$ cat config.mk
export PLATFORM = sky130hd
export DESIGN_NAME = swmt_ram
export DESIGN_NICKNAME = d
export VERILOG_FILES = /design/src/swmt_ram.sv
export SDC_FILE = /design/constraint.sdc
export NUM_CORES = 1
export LEC_CHECK = 0
export BUFFER_PORTS_ARGS = -buffer_cell sky130_fd_sc_hd__buf_4
export CAP_MARGIN = 30
export CELL_PAD_IN_SITES_DETAIL_PLACEMENT = 0
export CELL_PAD_IN_SITES_GLOBAL_PLACEMENT = 1
export CORE_ASPECT_RATIO = 0.75
export CORE_MARGIN = 10
export CORE_UTILIZATION = 44
export DETAILED_ROUTE_END_ITERATION = 10
export GPL_TIMING_DRIVEN = 1
export PLACE_DENSITY = 0.64
export SETUP_SLACK_MARGIN = 0.4
export SLEW_MARGIN = 20
export SYNTH_ARGS = -nofsm -noshare
export SYNTH_HDL_FRONTEND = slang
export SYNTH_SLANG_ARGS = --single-unit
$ cat constraint.sdc
create_clock -name clk -period 2.4 [get_ports clk]
set_clock_uncertainty 0.2 [all_clocks]
set_input_delay 0.48 -clock clk [delete_from_list [all_inputs] [get_ports clk]]
set_output_delay 0.48 -clock clk [all_outputs]
set_load 0.05 [all_outputs]
$ cat src/swmt_ram.sv
// ----------------------------------------------------------------------------
// Generic RAM
// One write port, one read port, registered read data.
// ----------------------------------------------------------------------------
module swmt_ram #(
    parameter int WIDTH = 8,
    parameter int DEPTH = 16
) (
    input  logic                             clk,
    input  logic                             we,
    input  logic [$clog2(DEPTH > 1 ? DEPTH : 2)-1:0] waddr,
    input  logic [WIDTH-1:0]                 wdata,
    input  logic                             re,
    input  logic [$clog2(DEPTH > 1 ? DEPTH : 2)-1:0] raddr,
    output logic [WIDTH-1:0]                 rdata
);

    logic [WIDTH-1:0] mem [DEPTH];

    always_ff @(posedge clk)
    begin
        if (we)
        begin
            mem[waddr] <= wdata;
        end
        if (re)
        begin
            rdata <= mem[raddr];
        end
    end

endmodule

==> impl_metrics.ini <==
[status]
outcome = complete, no violations

[pwr]
pwr-share-comb_pct = 5.2
p_clk_share_pct = 47.8
leakage_nw = 2.17
power_density_nw_per_um2 = 898
power.internal_mw = 4.63
peakVddDrop_mv = 0.525
p_sw_share_pct = 19.2
pwr-share-seq_pct = 47.0
power.switching_mw = 1.10

[logic_synthesis]
yosysUniqueCellTypes = 18
ys.flop_type = edfxtp_1
async_reset_ff_share_pct = 0
syn-num-nets = 248
ys_warn_count = 0
ys_seq_elements = 136
netlist_instances = 229
synth-edff-count = 136
synth.top_cells.by_area = edfxtp_1 78%, mux4_2 7.8%, mux4_1 7.0%
syn-cell-area_um2 = 5230
synth_top_area_share_pct = 78.1
avgSynthCellArea_um2 = 22.8
synth_commonest_cells = 136 x edfxtp_1, 18 x mux4_2, 16 x a22oi_1
synth_top_area_cell = edfxtp_1
ys_seq_area_share_pct = 78.1
synth.most_common_cell = edfxtp_1

[clocking]
clkLatencyLatePin_ps = 410
cts_tree = built
ctsResizeCount = 0
cts_buffers = 17
cts_setup_buffers = 0
cts.sinks = 136
cts_hold_buffers = 0
clockBufferDepth = 2
path_clk_slew_ps = 50
h-tree-depth = 4
clockRootBuffer = clkbuf_16

[timing]
post-route-min-period_ps = 1760
setup_violations = 0
hold_viol = 0
rsz0062_at_grt = false
worstMarginPinSlew_ps = 391
fin_crit_sh_pct = 73.3
clock.fmax_mhz = 568
relSlewSlack_pct = 74.0
setup_tns_ps = 0
slew_violations = 0
worst_slack_ps = 641

[global_routing]
grt_max_degree = 17
grt_pass1_vias = 2715
gr-total-overflow = 0
grt_antenna_before_repair = 0
grt_pass1_wl_mm = 15.7
gr-usage-all-layers_pct = 12.9

[placement]
port_buffers = 26
post-place-ws_ps = 213
place_area_um2 = 5750
dpl.hpwl_mm = 6.91
gp_congestion = 0.673

[floorplan]
initial_utilization_pct = 45.0
io_pins = 27
die_y_um = 114
die_w_um = 146
num_rows = 34
core_region_area_um2 = 11600
die-area_um2 = 16700

[detailed_routing]
drt_iter0_drc = 174
drt-vias-per-instance = 5.24
drc = 0
wl_per_cell_um = 21.5
drtPass1Iterations = 5
wl_mm = 9.91
vias = 2414
antenna_left = 0

[layout]
area_growth_pct = 22.1
n_antenna_cell = 0
drive_gt1_share_pct = 32.8
finalInstanceArea_um2 = 6380
fin_nets = 305

[critical_path]
crit_chain = buf_4
cp_slowest_cell = edfxtp_1
cp_data_required_time_ps = 1720
endpoint_kind = primary output
path_class = flop to primary output
arrival_ps = 1080
cpPeakStageDelay_ps = 440
path_delay_family = flip-flops
worstPathMaxFanout = 1
critPathBufInv = 1
start_kind = flop

[hold_path]
hp-class = primary input to flop

[job]
drv_cap = 0
logic make-up after synthesis:
logic type / synth area share [%]
AOI/OAI and AO/OA: 2.30
buffers and inverters: 1.65
DFF: 78.1
muxes: 14.8
and+or+nand+nor: 3.14
power by group through the flow:
| stage | Clock (mW) | Combinational (mW) | Sequential [mW] |
|---|---|---|---|
| detailed placement | 0 | 0.306 | 2.74 |
| global route | 2.90 | 0.326 | 2.70 |
| finish | 2.74 | 0.299 | 2.69 |
| floorplan | 0 | 0.135 | 2.78 |
| global placement | 0 | 0.301 | 2.74 |
| CTS | 2.79 | 0.306 | 2.69 |
layer usage:
layer	GRT usage [%]	up-vias	share of wire, %
met1	17.3	1244	46
met3	4.46	6	6.0
met2	19.1	63	47
li1	-	1101	-
met5	0	-	0
met4	5.04	0	0.69
path summary, 6_finish.rpt:
check,startpoint,end,slack [ps],cells after the start
max,rdata[5]$_DFFE_PP_,rdata[5],640,1
min,wdata[6],mem[7][6]$_DFFE_PP_,170,1
max reg2reg,mem[5][0]$_DFFE_PP_,rdata[0]$_DFFE_PP_,720,3
min reg2reg,mem[15][3]$_DFFE_PP_,rdata[3]$_DFFE_PP_,550,3
area by class of cell:
cell class / count / area, µm²
clock inverters: 14 / 205
clock buffers: 18 / 429
flip-flops and latches: 136 / 4080
multi-input cells: 83 / 1060
repair buffers: 48 / 398
fillers: 886 / 5230
well taps: 162 / 203
sequential cells by signal (all words and copies together) (netlist names):
register and flops:
mem 128, rdata 8
stage by stage:
stage | power (mW) | hold WS, ps | std cells | util (%)
6_report | 5.73 | 174 | 461 | 54.9
5_1_grt | 5.92 | 179 | 461 | 54.9
4_1_cts | 5.79 | 165 | 461 | 54.9
3_5_place_dp | 3.05 | 548 | 429 | 49.5
3_3_place_gp | 3.04 | 529 | 429 | 49.5
2_1_floorplan | 2.91 | 379 | 229 | -
cells in the final DEF (no fill, tap or decap), drive strengths merged:
master    instances
clkinvlp          3
or3b              1
clkbuf           18
nand3b            2
nand2b            2
and2b             1
edfxtp          136
nor2             13
and2              1
clkinv            6
mux4             32
nand3             1
nor3              4
nor2b             1
bufinv            5
buf              48
a22oi            16
nand2             9
No activity file was read; power rests on OpenSTA's default activity.
