==> src/swmt_pkg.sv <==
// ----------------------------------------------------------------------------
// Mode tracker package
// Item kinds, controller states and scan status shared by the core modules.
// ----------------------------------------------------------------------------
package swmt_pkg;

    localparam int COUNT_BITS = 32;

    typedef enum logic [1:0] {
        KIND_ADD    = 2'd0,
        KIND_REMOVE = 2'd1,
        KIND_CLEAR  = 2'd2,
        KIND_QUERY  = 2'd3
    } kind_t;

    typedef enum logic [3:0] {
        ST_INIT = 4'b0001,
        ST_IDLE = 4'b0010,
        ST_SCAN = 4'b0100,
        ST_UPD  = 4'b1000
    } state_t;

    typedef struct packed {
        logic match;
        logic free;
        logic best;
    } scan_status_t;

endpackage

==> src/swmt_scan.sv <==
// ----------------------------------------------------------------------------
// Mode tracker table scan
// Walks entries as they come out of the RAM: first key match, lowest free
// slot and best candidate for the mode.
// ----------------------------------------------------------------------------
module swmt_scan #(
    parameter int AW       = 6,
    parameter int KEY_BITS = 32,
    parameter int ROW_BITS = 32
) (
    input  logic                         clk,
    input  logic                         rst_n,
    input  logic                         clear,
    input  logic                         vld,
    input  logic [AW-1:0]                idx,
    input  logic [KEY_BITS-1:0]          ent_key,
    input  logic [swmt_pkg::COUNT_BITS-1:0] ent_count,
    input  logic [ROW_BITS-1:0]          ent_row,
    input  logic [KEY_BITS-1:0]          key,
    output swmt_pkg::scan_status_t       status,
    output logic [AW-1:0]                match_idx,
    output logic [swmt_pkg::COUNT_BITS-1:0] match_count,
    output logic [ROW_BITS-1:0]          match_row,
    output logic [AW-1:0]                free_idx,
    output logic [KEY_BITS-1:0]          best_key,
    output logic [swmt_pkg::COUNT_BITS-1:0] best_count
);
    import swmt_pkg::*;

    scan_status_t            status_reg;
    logic [AW-1:0]           match_idx_reg;
    logic [COUNT_BITS-1:0]   match_count_reg;
    logic [ROW_BITS-1:0]     match_row_reg;
    logic [AW-1:0]           free_idx_reg;
    logic [KEY_BITS-1:0]     best_key_reg;
    logic [COUNT_BITS-1:0]   best_count_reg;
    logic [ROW_BITS-1:0]     best_row_reg;
    logic                    in_use;
    logic                    better;

    assign in_use = (ent_count != '0);
    // ties go to the earlier first row, then to the lower slot
    assign better = in_use && (!status_reg.best || (ent_count > best_count_reg) ||
                    ((ent_count == best_count_reg) && (ent_row < best_row_reg)));

    always_ff @(posedge clk or negedge rst_n)
    begin
        if (!rst_n)
        begin
            status_reg      <= '0;
            match_idx_reg   <= '0;
            match_count_reg <= '0;
            match_row_reg   <= '0;
            free_idx_reg    <= '0;
            best_key_reg    <= '0;
            best_count_reg  <= '0;
            best_row_reg    <= '0;
        end
        else if (clear)
        begin
            status_reg <= '0;
        end
        else if (vld)
        begin
            if (!status_reg.match && in_use && (ent_key == key))
            begin
                status_reg.match <= 1'b1;
                match_idx_reg    <= idx;
                match_count_reg  <= ent_count;
                match_row_reg    <= ent_row;
            end
            if (!status_reg.free && !in_use)
            begin
                status_reg.free <= 1'b1;
                free_idx_reg    <= idx;
            end
            if (better)
            begin
                status_reg.best <= 1'b1;
                best_key_reg    <= ent_key;
                best_count_reg  <= ent_count;
                best_row_reg    <= ent_row;
            end
        end
    end

    assign status      = status_reg;
    assign match_idx   = match_idx_reg;
    assign match_count = match_count_reg;
    assign match_row   = match_row_reg;
    assign free_idx    = free_idx_reg;
    assign best_key    = best_key_reg;
    assign best_count  = best_count_reg;

endmodule

==> config.mk <==
export PLATFORM = sky130hd
export DESIGN_NAME = swmt_scan
export DESIGN_NICKNAME = d
export VERILOG_FILES = /design/src/swmt_pkg.sv /design/src/swmt_scan.sv
export SDC_FILE = /design/constraint.sdc
export NUM_CORES = 1
export LEC_CHECK = 0
export ABC_AREA = 0
export BUFFER_PORTS_ARGS = -buffer_cell sky130_fd_sc_hd__buf_2
export CORE_MARGIN = 5
export CORE_UTILIZATION = 57
export CTS_BUF_LIST = sky130_fd_sc_hd__clkbuf_8
export CTS_CLUSTER_SIZE = 16
export DETAILED_ROUTE_END_ITERATION = 12
export GPL_TIMING_DRIVEN = 0
export HOLD_SLACK_MARGIN = 0.03
export PLACE_DENSITY = 0.95
export RECOVER_POWER = 100
export SLEW_MARGIN = 10
export SYNTH_ARGS = -nofsm -noshare
export SYNTH_HDL_FRONTEND = slang
export SYNTH_SLANG_ARGS = --single-unit
==> constraint.sdc <==
create_clock -name clk -period 5.96 [get_ports clk]
set_clock_uncertainty 0.1 [all_clocks]
set_input_delay 1.192 -clock clk [delete_from_list [all_inputs] [get_ports clk]]
set_output_delay 1.192 -clock clk [all_outputs]
set_load 0.1 [all_outputs]
==> metrics.cfg, run 1 <==
[outcome]
run_status = finished, violations left
violations = max-capacitance violations, max-slew violations

[floorplanning]
die_h_um = 133
core_area_um2 = 15000
rows = 45
start_util_pct = 57.6
dieArea_um2 = 17700
die-width_um = 133
io_pins = 281

[timing]
drv_slew = 92
tightest_slew_ns = 2.21
finalHoldViolations = 0
tns_ns = 0
relSlewSlack_pct = -47.5
fin_crit_sh_pct = 80.6
setup_violations = 0
fin_hold_ws_ns = 0.393
min_period_ns = 4.80
fmax_mhz = 208
rsz0062_at_grt = no

[global_route]
grt_max_degree = 92
grt-ovfl-total = 0
grt_pass1_wl_um = 35100
antenna_found_initial = 1
grt_pass1_vias = 6705
grt.total_usage_pct = 25.0

[route]
first_pass_iters = 4
wl_per_cell_um = 19.2
route.met2.wl_um = 11400
post_drt_via_cell_ratio = 5.48
maxUsedRoutingLayer = met4
met3_wirelength_um = 1530
drt_wl_total_um = 22300
wl_met1_um = 8750
drc = 0
drtAntennaViolNets = 0
drt_iter0_drc = 255
num_vias = 6379

[synth]
synthArstFlopShare_pct = 100
syn-num-nets = 862
synth_area_per_cell_um2 = 13.1
synth_flop_cell = dfrtp_1
yosysMostFrequentCell = dfrtp_1
synth-seq-area-share_pct = 50.6
synthTopCellsByArea = dfrtp_1 (51%), mux2_2 (18%), ha_1 (9.1%)
synthesis.area_um2 = 8650
ys_warn_count = 0
yosysUniqueCellTypes = 36
synthTopCellsByCount = dfrtp_1 (175), mux2_2 (142), inv_1 (65)
synth_edf_count = 0
synth_top_cell_by_area = dfrtp_1
synth_cells = 661
synth-seq-cells = 175
synth_top_area_share_pct = 50.6

[cts]
clk_pin_slew_ns = 0.08
cts_buffers = 17
cts_max_level = 4
cts_tree = done
cts_sinks = 175
insertion_delay_ns = 0.45
postCtsResizedCells = 0
postCtsSetupRepairBufs = 0
cts_hold_buffers = 0
clockBufferDepth = 2
cts_root_buf = clkbuf_8

[job]
cap_violations = 1

[critical_path]
crit_path_end_kind = flip-flop
critical_path_arrival_ns = 5.02
reg2reg_slack_ns = 1.60
setup.worst_path.class = in2reg
required_ns = 6.18
start_kind = input port
path_max_fanout = 10

[final_layout]
fillCellCount = 1133
layout.nets = 1162
multiInputGateArea_um2 = 3760
finalNonFillerCells = 1163
areaGrowthSynthToFinish_pct = 20.3
seq_area_um2 = 4380
post-route-util_pct = 69.2
drive_gt1_share_pct = 32.8

[pwr]
finalPower_mw = 4.44
p_comb_share_pct = 45.8
power_density_nw_per_um2 = 427
seqPwrFrac_pct = 34.6
p_int_mw = 2.28
p_leak_nw = 5.14
p_sw_mw = 2.16
ir_worst_vdd_mv = 0.268
p_clk_share_pct = 19.5
swShare_pct = 48.7

[placed_design]
place_congestion = 0.858
hpwl_um = 17400
place_inst = 1130
port_buffers = 280

[min_path]
worstHoldPathType = reg2reg

kinds of logic (layout without fill, tap and decap cells):
group	after synthesis	in the layout	share of synthesized area, %
AOI/OAI and AO/OA	57	57	3.83
xor gates and xnor gates	32	32	3.24
adders and majority gates	63	63	9.11
buffers and inverters	84	397	4.70
DFF	175	175	50.6
muxes	171	171	23.5
other	0	1	0
and+or+nand+nor	79	79	5.02
routing by layer:
layer / GRT usage (%) / vias to the layer above
li1: - / 2931
met1: 29.1 / 3178
met2: 44.4 / 228
met3: 7.29 / 42
met4: 8.34 / 0
met5: 0 / -
critical path: stages:
cell	delay, ns
clkbuf_1	0.12
ha_1	0.33
nand4_1	0.19
nor4_1	0.58
nand2_1	0.22
a211o_1	0.31
a311oi_1	0.35
o31a_1	0.20
buf_4	0.15
clkbuf_1	0.77
buf_12	0.24
mux2_1	0.35
path summary, 6_finish.rpt:
check,end,startpoint,cells after the start
max in group asynchronous,match_row[8],rst_n,2
worst max register to register,best_key[28],best_count[11],12
worst min-delay path,best_key[6],best_key[6],1
worst min register to register,best_key[6],best_key[6],1
min in group asynchronous,best_key[22],rst_n,1
worst max-delay path,best_key[28],ent_count[11],12
cells in the final DEF (no fill, tap or decap), types with 2 or more instances in the layout:
cell	n
a211oi_1	3
a21o_1	3
a21oi_1	27
buf_12	3
buf_2	134
bufinv_16	3
clkbuf_1	160
clkbuf_8	17
clkinv_2	3
clkinv_4	4
dfrtp_1	175
ha_1	63
inv_1	66
inv_6	2
mux2_1	26
mux2_2	142
mux2_4	3
nand2_1	23
nand2b_1	2
nand3_1	3
nand4_1	18
nand4_2	2
nor2_1	11
nor3_1	2
nor4_1	12
o211ai_1	2
o21ai_0	15
xnor2_1	31
power by group through the flow:
| stage | Sequential [mW] | Clock, mW | Combinational, mW |
|---|---|---|---|
| floorplan | 2.62 | 0 | 0.626 |
| global placement | 1.54 | 0 | 2.08 |
| detailed placement | 1.56 | 0 | 2.14 |
| CTS | 1.54 | 0.891 | 2.16 |
| global route | 1.57 | 0.941 | 2.16 |
| finish | 1.54 | 0.868 | 2.04 |
per-stage QoR:
step | area (um^2) | worst slack [ns]
final | 10400 | 1.16
after global routing | 10400 | 1.01
after CTS | 10800 | 2.01
after detailed placement | 10300 | 1.59
after global placement | 10300 | 0.909
after floorplan | 8650 | 2.43
final cells by class:
class,count,area share (%)
Antenna cell,1,0.0240
Buffer,19,1.19
Clock buffer,17,2.25
Clock inverter,15,1.82
Inverter,65,2.34
Multi-Input combinational cell,402,36.2
Sequential cell,175,42.1
Tap cell,188,2.26
Timing Repair Buffer,281,11.9
Note: power is estimated with default switching activity, not from simulation.
==> run 2, diff against run 1 <==
--- a/config.mk
+++ b/config.mk
@@ -8,13 +8,13 @@
 export ABC_AREA = 0
 export BUFFER_PORTS_ARGS = -buffer_cell sky130_fd_sc_hd__buf_2
 export CORE_MARGIN = 5
-export CORE_UTILIZATION = 57
+export CORE_UTILIZATION = 48
 export CTS_BUF_LIST = sky130_fd_sc_hd__clkbuf_8
 export CTS_CLUSTER_SIZE = 16
 export DETAILED_ROUTE_END_ITERATION = 12
 export GPL_TIMING_DRIVEN = 0
 export HOLD_SLACK_MARGIN = 0.03
-export PLACE_DENSITY = 0.95
+export PLACE_DENSITY = 0.87
 export RECOVER_POWER = 100
 export SLEW_MARGIN = 10
 export SYNTH_ARGS = -nofsm -noshare
==> constraint.sdc (replaced) <==
create_clock -name clk -period 4.3 [get_ports clk]
set_clock_uncertainty 0.1 [all_clocks]
set_input_delay 0.86 -clock clk [delete_from_list [all_inputs] [get_ports clk]]
set_output_delay 0.86 -clock clk [all_outputs]
set_load 0.1 [all_outputs]
==> metrics.cfg, run 2 (same netlist as run 1, synthesis figures left out) <==
[timing]
tns_ns = 0
finalHoldViolations = 0
fmax_mhz = 270
rsz0062_at_grt = no
drv_slew = 84
relSlewSlack_pct = -34.2
tightest_slew_ns = 2.01
min_period_ns = 3.70
final.setup.worst_slack_ns = 0.600
fin_crit_sh_pct = 86.0
setup_violations = 0

[global_route]
grt_pass1_wl_um = 34100
grt.total_usage_pct = 21.1
grt-ovfl-total = 0
grt_max_degree = 94
grt_pass1_vias = 6573
antenna_found_initial = 1

[critical_path]
start_kind = input port
worst_path_most_repeated_cell = buf_12
path_max_fanout = 10
path_cells = clkbuf_1, ha_1, nand4_1, nor4_1, nand2_1, a211o_1, a311oi_1, o31a_1, buf_4, buf_12, buf_12, mux2_1
slowest_delay_ns = 0.46
cp_slowest_cell = nor4_1
setup.worst_path.class = in2reg
crit_path_end_kind = flip-flop
required_ns = 4.53
critical_path_arrival_ns = 3.93

[placed_design]
port_buffers = 280
pre_cts_ws_ns = 0.210
place_inst = 1171
place_congestion = 0.820
hpwl_um = 17300

[cts]
cts_root_buf = clkbuf_8
postCtsSetupRepairBufs = 0
cts_max_level = 4
cts_hold_buffers = 0
clk_pin_slew_ns = 0.08
clockBufferDepth = 2
cts_buffers = 17
insertion_delay_ns = 0.46
postCtsResizedCells = 0
cts_tree = done
cts_sinks = 175

[route]
post_drt_via_cell_ratio = 5.17
drt_iter0_drc = 132
drt_wl_total_um = 22000
first_pass_iters = 4
wl_per_cell_um = 18.3
drc = 0
num_vias = 6221
drtAntennaViolNets = 0

[floorplanning]
dieArea_um2 = 20800
core_area_um2 = 17800
die-width_um = 144
io_pins = 281
start_util_pct = 48.5
rows = 49
die_h_um = 144

[outcome]
violations = max-capacitance violations, max-slew violations
run_status = finished, violations left

[pwr]
power_density_nw_per_um2 = 588
ir_worst_vdd_mv = 0.494
p_leak_nw = 5.16
finalPower_mw = 6.16

[final_layout]
post-route-util_pct = 58.7
drive_gt1_share_pct = 33.1
fillCellCount = 1551
antenna_cells = 0
areaGrowthSynthToFinish_pct = 21.0
layout_common_cells = dfrtp_1 (175), clkbuf_1 (153), mux2_2 (140)
layout_commonest_cell = dfrtp_1
finalNonFillerCells = 1203
seq_area_um2 = 4380
layout.nets = 1162
multiInputGateArea_um2 = 3760

[job]
cap_violations = 1

[min_path]
worstHoldPathType = reg2reg

-- run 2: per-stage QoR --
stage	instance area [um^2]	hold WS, ns
global placement	10300	0.359
floorplan	8650	0.381
global route	10500	0.408
CTS	10800	0.281
detailed placement	10400	0.381
finish	10500	0.392
-- run 2: cell type report --
type	count	share of cell area, %
well taps	229	2.74
flip-flops and latches	175	41.8
clock buffers	17	2.23
repair buffers	281	11.7
clock inverters	15	1.74
multi-input cells	402	35.9
inverters	65	2.33
plain buffers	19	1.55
-- run 2: final timing paths --
kind | from | end | slack (ns) | depth (start not counted)
worst max-delay path | ent_count[27] | best_key[28] | 0.60 | 12
worst min-delay path | best_key[25] | best_key[25] | 0.39 | 1
worst max register to register | best_count[27] | best_key[28] | 0.78 | 12
worst min register to register | best_key[25] | best_key[25] | 0.39 | 1
max in group asynchronous | rst_n | best_key[31] | 0.96 | 2
min in group asynchronous | rst_n | best_count[22] | 0.85 | 1
-- run 2: worst max-delay path, delay by kind of cell --
| kind | cells | cell delay [ns] |
|---|---|---|
| and+or+nand+nor | 3 | 0.84 |
| muxes | 1 | 0.32 |
| buffers and inverters | 4 | 0.65 |
| AOI/OAI and AO/OA | 3 | 0.88 |
| adders and majority gates | 1 | 0.36 |
-- run 2: report_power, final --
part / total (mW) / internal (mW) / switching (mW)
Clock: 1.23 / 0.586 / 0.643
Sequential: 2.13 / 1.95 / 0.181
Combinational: 2.80 / 0.629 / 2.17
-- run 2: layer usage --
| metal | GRT usage, % | share of wire (%) | vias up |
|---|---|---|---|
| met4 | 5.40 | 1.6 | 2 |
| li1 | - | - | 2937 |
| met2 | 37.6 | 51 | 208 |
| met3 | 6.65 | 8.7 | 27 |
| met1 | 24.8 | 39 | 3047 |
| met5 | 0 | 0.091 | - |
==> run 3, diff against run 2 <==
--- a/config.mk
+++ b/config.mk
@@ -6,12 +6,12 @@
 export NUM_CORES = 1
 export LEC_CHECK = 0
 export ABC_AREA = 0
-export BUFFER_PORTS_ARGS = -buffer_cell sky130_fd_sc_hd__buf_2
 export CORE_MARGIN = 5
-export CORE_UTILIZATION = 48
+export CORE_UTILIZATION = 60
 export CTS_BUF_LIST = sky130_fd_sc_hd__clkbuf_8
 export CTS_CLUSTER_SIZE = 16
 export DETAILED_ROUTE_END_ITERATION = 12
+export DONT_BUFFER_PORTS = 1
 export GPL_TIMING_DRIVEN = 0
 export HOLD_SLACK_MARGIN = 0.03
 export PLACE_DENSITY = 0.87
==> metrics.cfg, run 3 (same netlist as run 1, synthesis figures left out) <==
[outcome]
run_status = finished, violations left
violations = negative hold slack

[final_layout]
drive_gt1_share_pct = 27.7
areaGrowthSynthToFinish_pct = 6.22
layout.nets = 881
layout_common_cells = dfrtp_1 (175), mux2_2 (139), inv_1 (67)
layout_commonest_cell = dfrtp_1
antenna_cells = 0

[route]
num_vias = 5294
drt_iter0_drc = 223
post_drt_via_cell_ratio = 6.07
first_pass_iters = 4
drc = 0
wl_per_cell_um = 23.9
drtAntennaViolNets = 0
drt_wl_total_um = 20900

[floorplanning]
start_util_pct = 61.9
rows = 43
core_area_um2 = 14000
io_pins = 281
die-width_um = 130
die_h_um = 130
dieArea_um2 = 16900

[critical_path]
start_kind = flip-flop
r2r_start = best_count[27]
rr_worst_depth = 12
setup.worst_path.class = reg2reg
required_ns = 4.53
path_max_fanout = 10
worst_path_most_repeated_cell = buf_12
critical_path_arrival_ns = 4.27
r2r-end = best_key[1]
path_cells = inv_1, ha_1, nand4_2, nor4_2, nand2_1, a211o_1, a311oi_1, o31a_1, buf_4, buf_12, buf_12, mux2_1
reg2reg_slack_ns = 0.26
slowest_delay_ns = 0.98
cp_slowest_cell = dfrtp_1
crit_path_end_kind = flip-flop

[job]
cap_violations = 0

[timing]
relSlewSlack_pct = 32.4
finalHoldViolations = 3
setup_violations = 0
fmax_mhz = 247
fin_crit_sh_pct = 94.0
fin_hold_ws_ns = -0.00931
final.setup.worst_slack_ns = 0.258
rsz0062_at_grt = no
drv_slew = 0
tightest_slew_ns = 1.01
tns_ns = 0
min_period_ns = 4.04

[pwr]
p_sw_mw = 2.83
p_clk_share_pct = 19.5
p_leak_nw = 4.47
p_int_mw = 2.98
power_density_nw_per_um2 = 632
p_comb_share_pct = 17.0
ir_worst_vdd_mv = 0.330
seqPwrFrac_pct = 63.5
swShare_pct = 48.7

[cts]
cts_sinks = 175
clk_pin_slew_ns = 0.09
cts_buffers = 17
cts_tree = done
insertion_delay_ns = 0.46
postCtsSetupRepairBufs = 0
cts_max_level = 4
postCtsResizedCells = 0
cts_root_buf = clkbuf_8
clockBufferDepth = 2

[placed_design]
hpwl_um = 16500
port_buffers = 0
pre_cts_ws_ns = 0.163
place_congestion = 0.858

[global_route]
antenna_found_initial = 0
grt.total_usage_pct = 24.4
grt_pass1_vias = 5662
grt_max_degree = 176
grt_pass1_wl_um = 31200
grt-ovfl-total = 0

[min_path]
worstHoldPathType = in2async

==> run 3: layer usage <==
layer	part of all wire, %	global-route usage (%)
met5	0	0
met3	10	9.25
met1	35	26.7
met4	2.0	7.40
met2	53	44.0
==> run 3: final cells by class <==
type | count | area [um^2]
Clock inverter | 13 | 140
Tap cell | 180 | 225
Multi-Input combinational cell | 402 | 3790
Clock buffer | 18 | 248
Fill cell | 1004 | 4800
Inverter | 65 | 244
Buffer | 19 | 163
Sequential cell | 175 | 4380
==> run 3: power groups by stage <==
| stage | sequential, mW | combinational [mW] | clock [mW] |
|---|---|---|---|
| 2_1_floorplan | 3.63 | 0.868 | 0 |
| 3_3_place_gp | 3.71 | 0.976 | 0 |
| 3_5_place_dp | 3.74 | 1.05 | 0 |
| 4_1_cts | 3.70 | 1.06 | 1.16 |
| 5_1_grt | 3.73 | 1.11 | 1.22 |
| 6_report | 3.69 | 0.989 | 1.13 |
==> run 3: worst max path at each step <==
| stage | startpoint | to | slack, ns | cells after the start |
|---|---|---|---|---|
| after floorplan | best_count[27] | best_key[0] | 0.91 | 12 |
| after global placement | best_count[27] | best_key[20] | 0.19 | 12 |
| after detailed placement | best_count[27] | best_key[22] | 0.16 | 12 |
| after CTS | best_count[27] | best_key[28] | 0.14 | 12 |
| after global routing | best_count[27] | best_key[2] | 0.03 | 12 |
| final | best_count[27] | best_key[1] | 0.26 | 12 |
==> run 3: worst max-delay path: cells and delay by family, from the launching register on <==
kind,cells,cell delay [ns]
DFF,1,0.98
buffers and inverters,4,0.59
AOI/OAI and AO/OA,3,0.82
adders and majority gates,1,0.37
and+or+nand+nor,3,0.72
muxes,1,0.33
==> run 3: metrics by stage <==
stage | util (%) | cells | power [mW] | area, um^2
global route | 65.7 | 872 | 6.07 | 9190
finish | 65.7 | 872 | 5.81 | 9190
floorplan | - | 661 | 4.50 | 8650
CTS | 66.3 | 872 | 5.92 | 9270
global placement | 63.5 | 841 | 4.69 | 8880
detailed placement | 63.5 | 841 | 4.78 | 8880
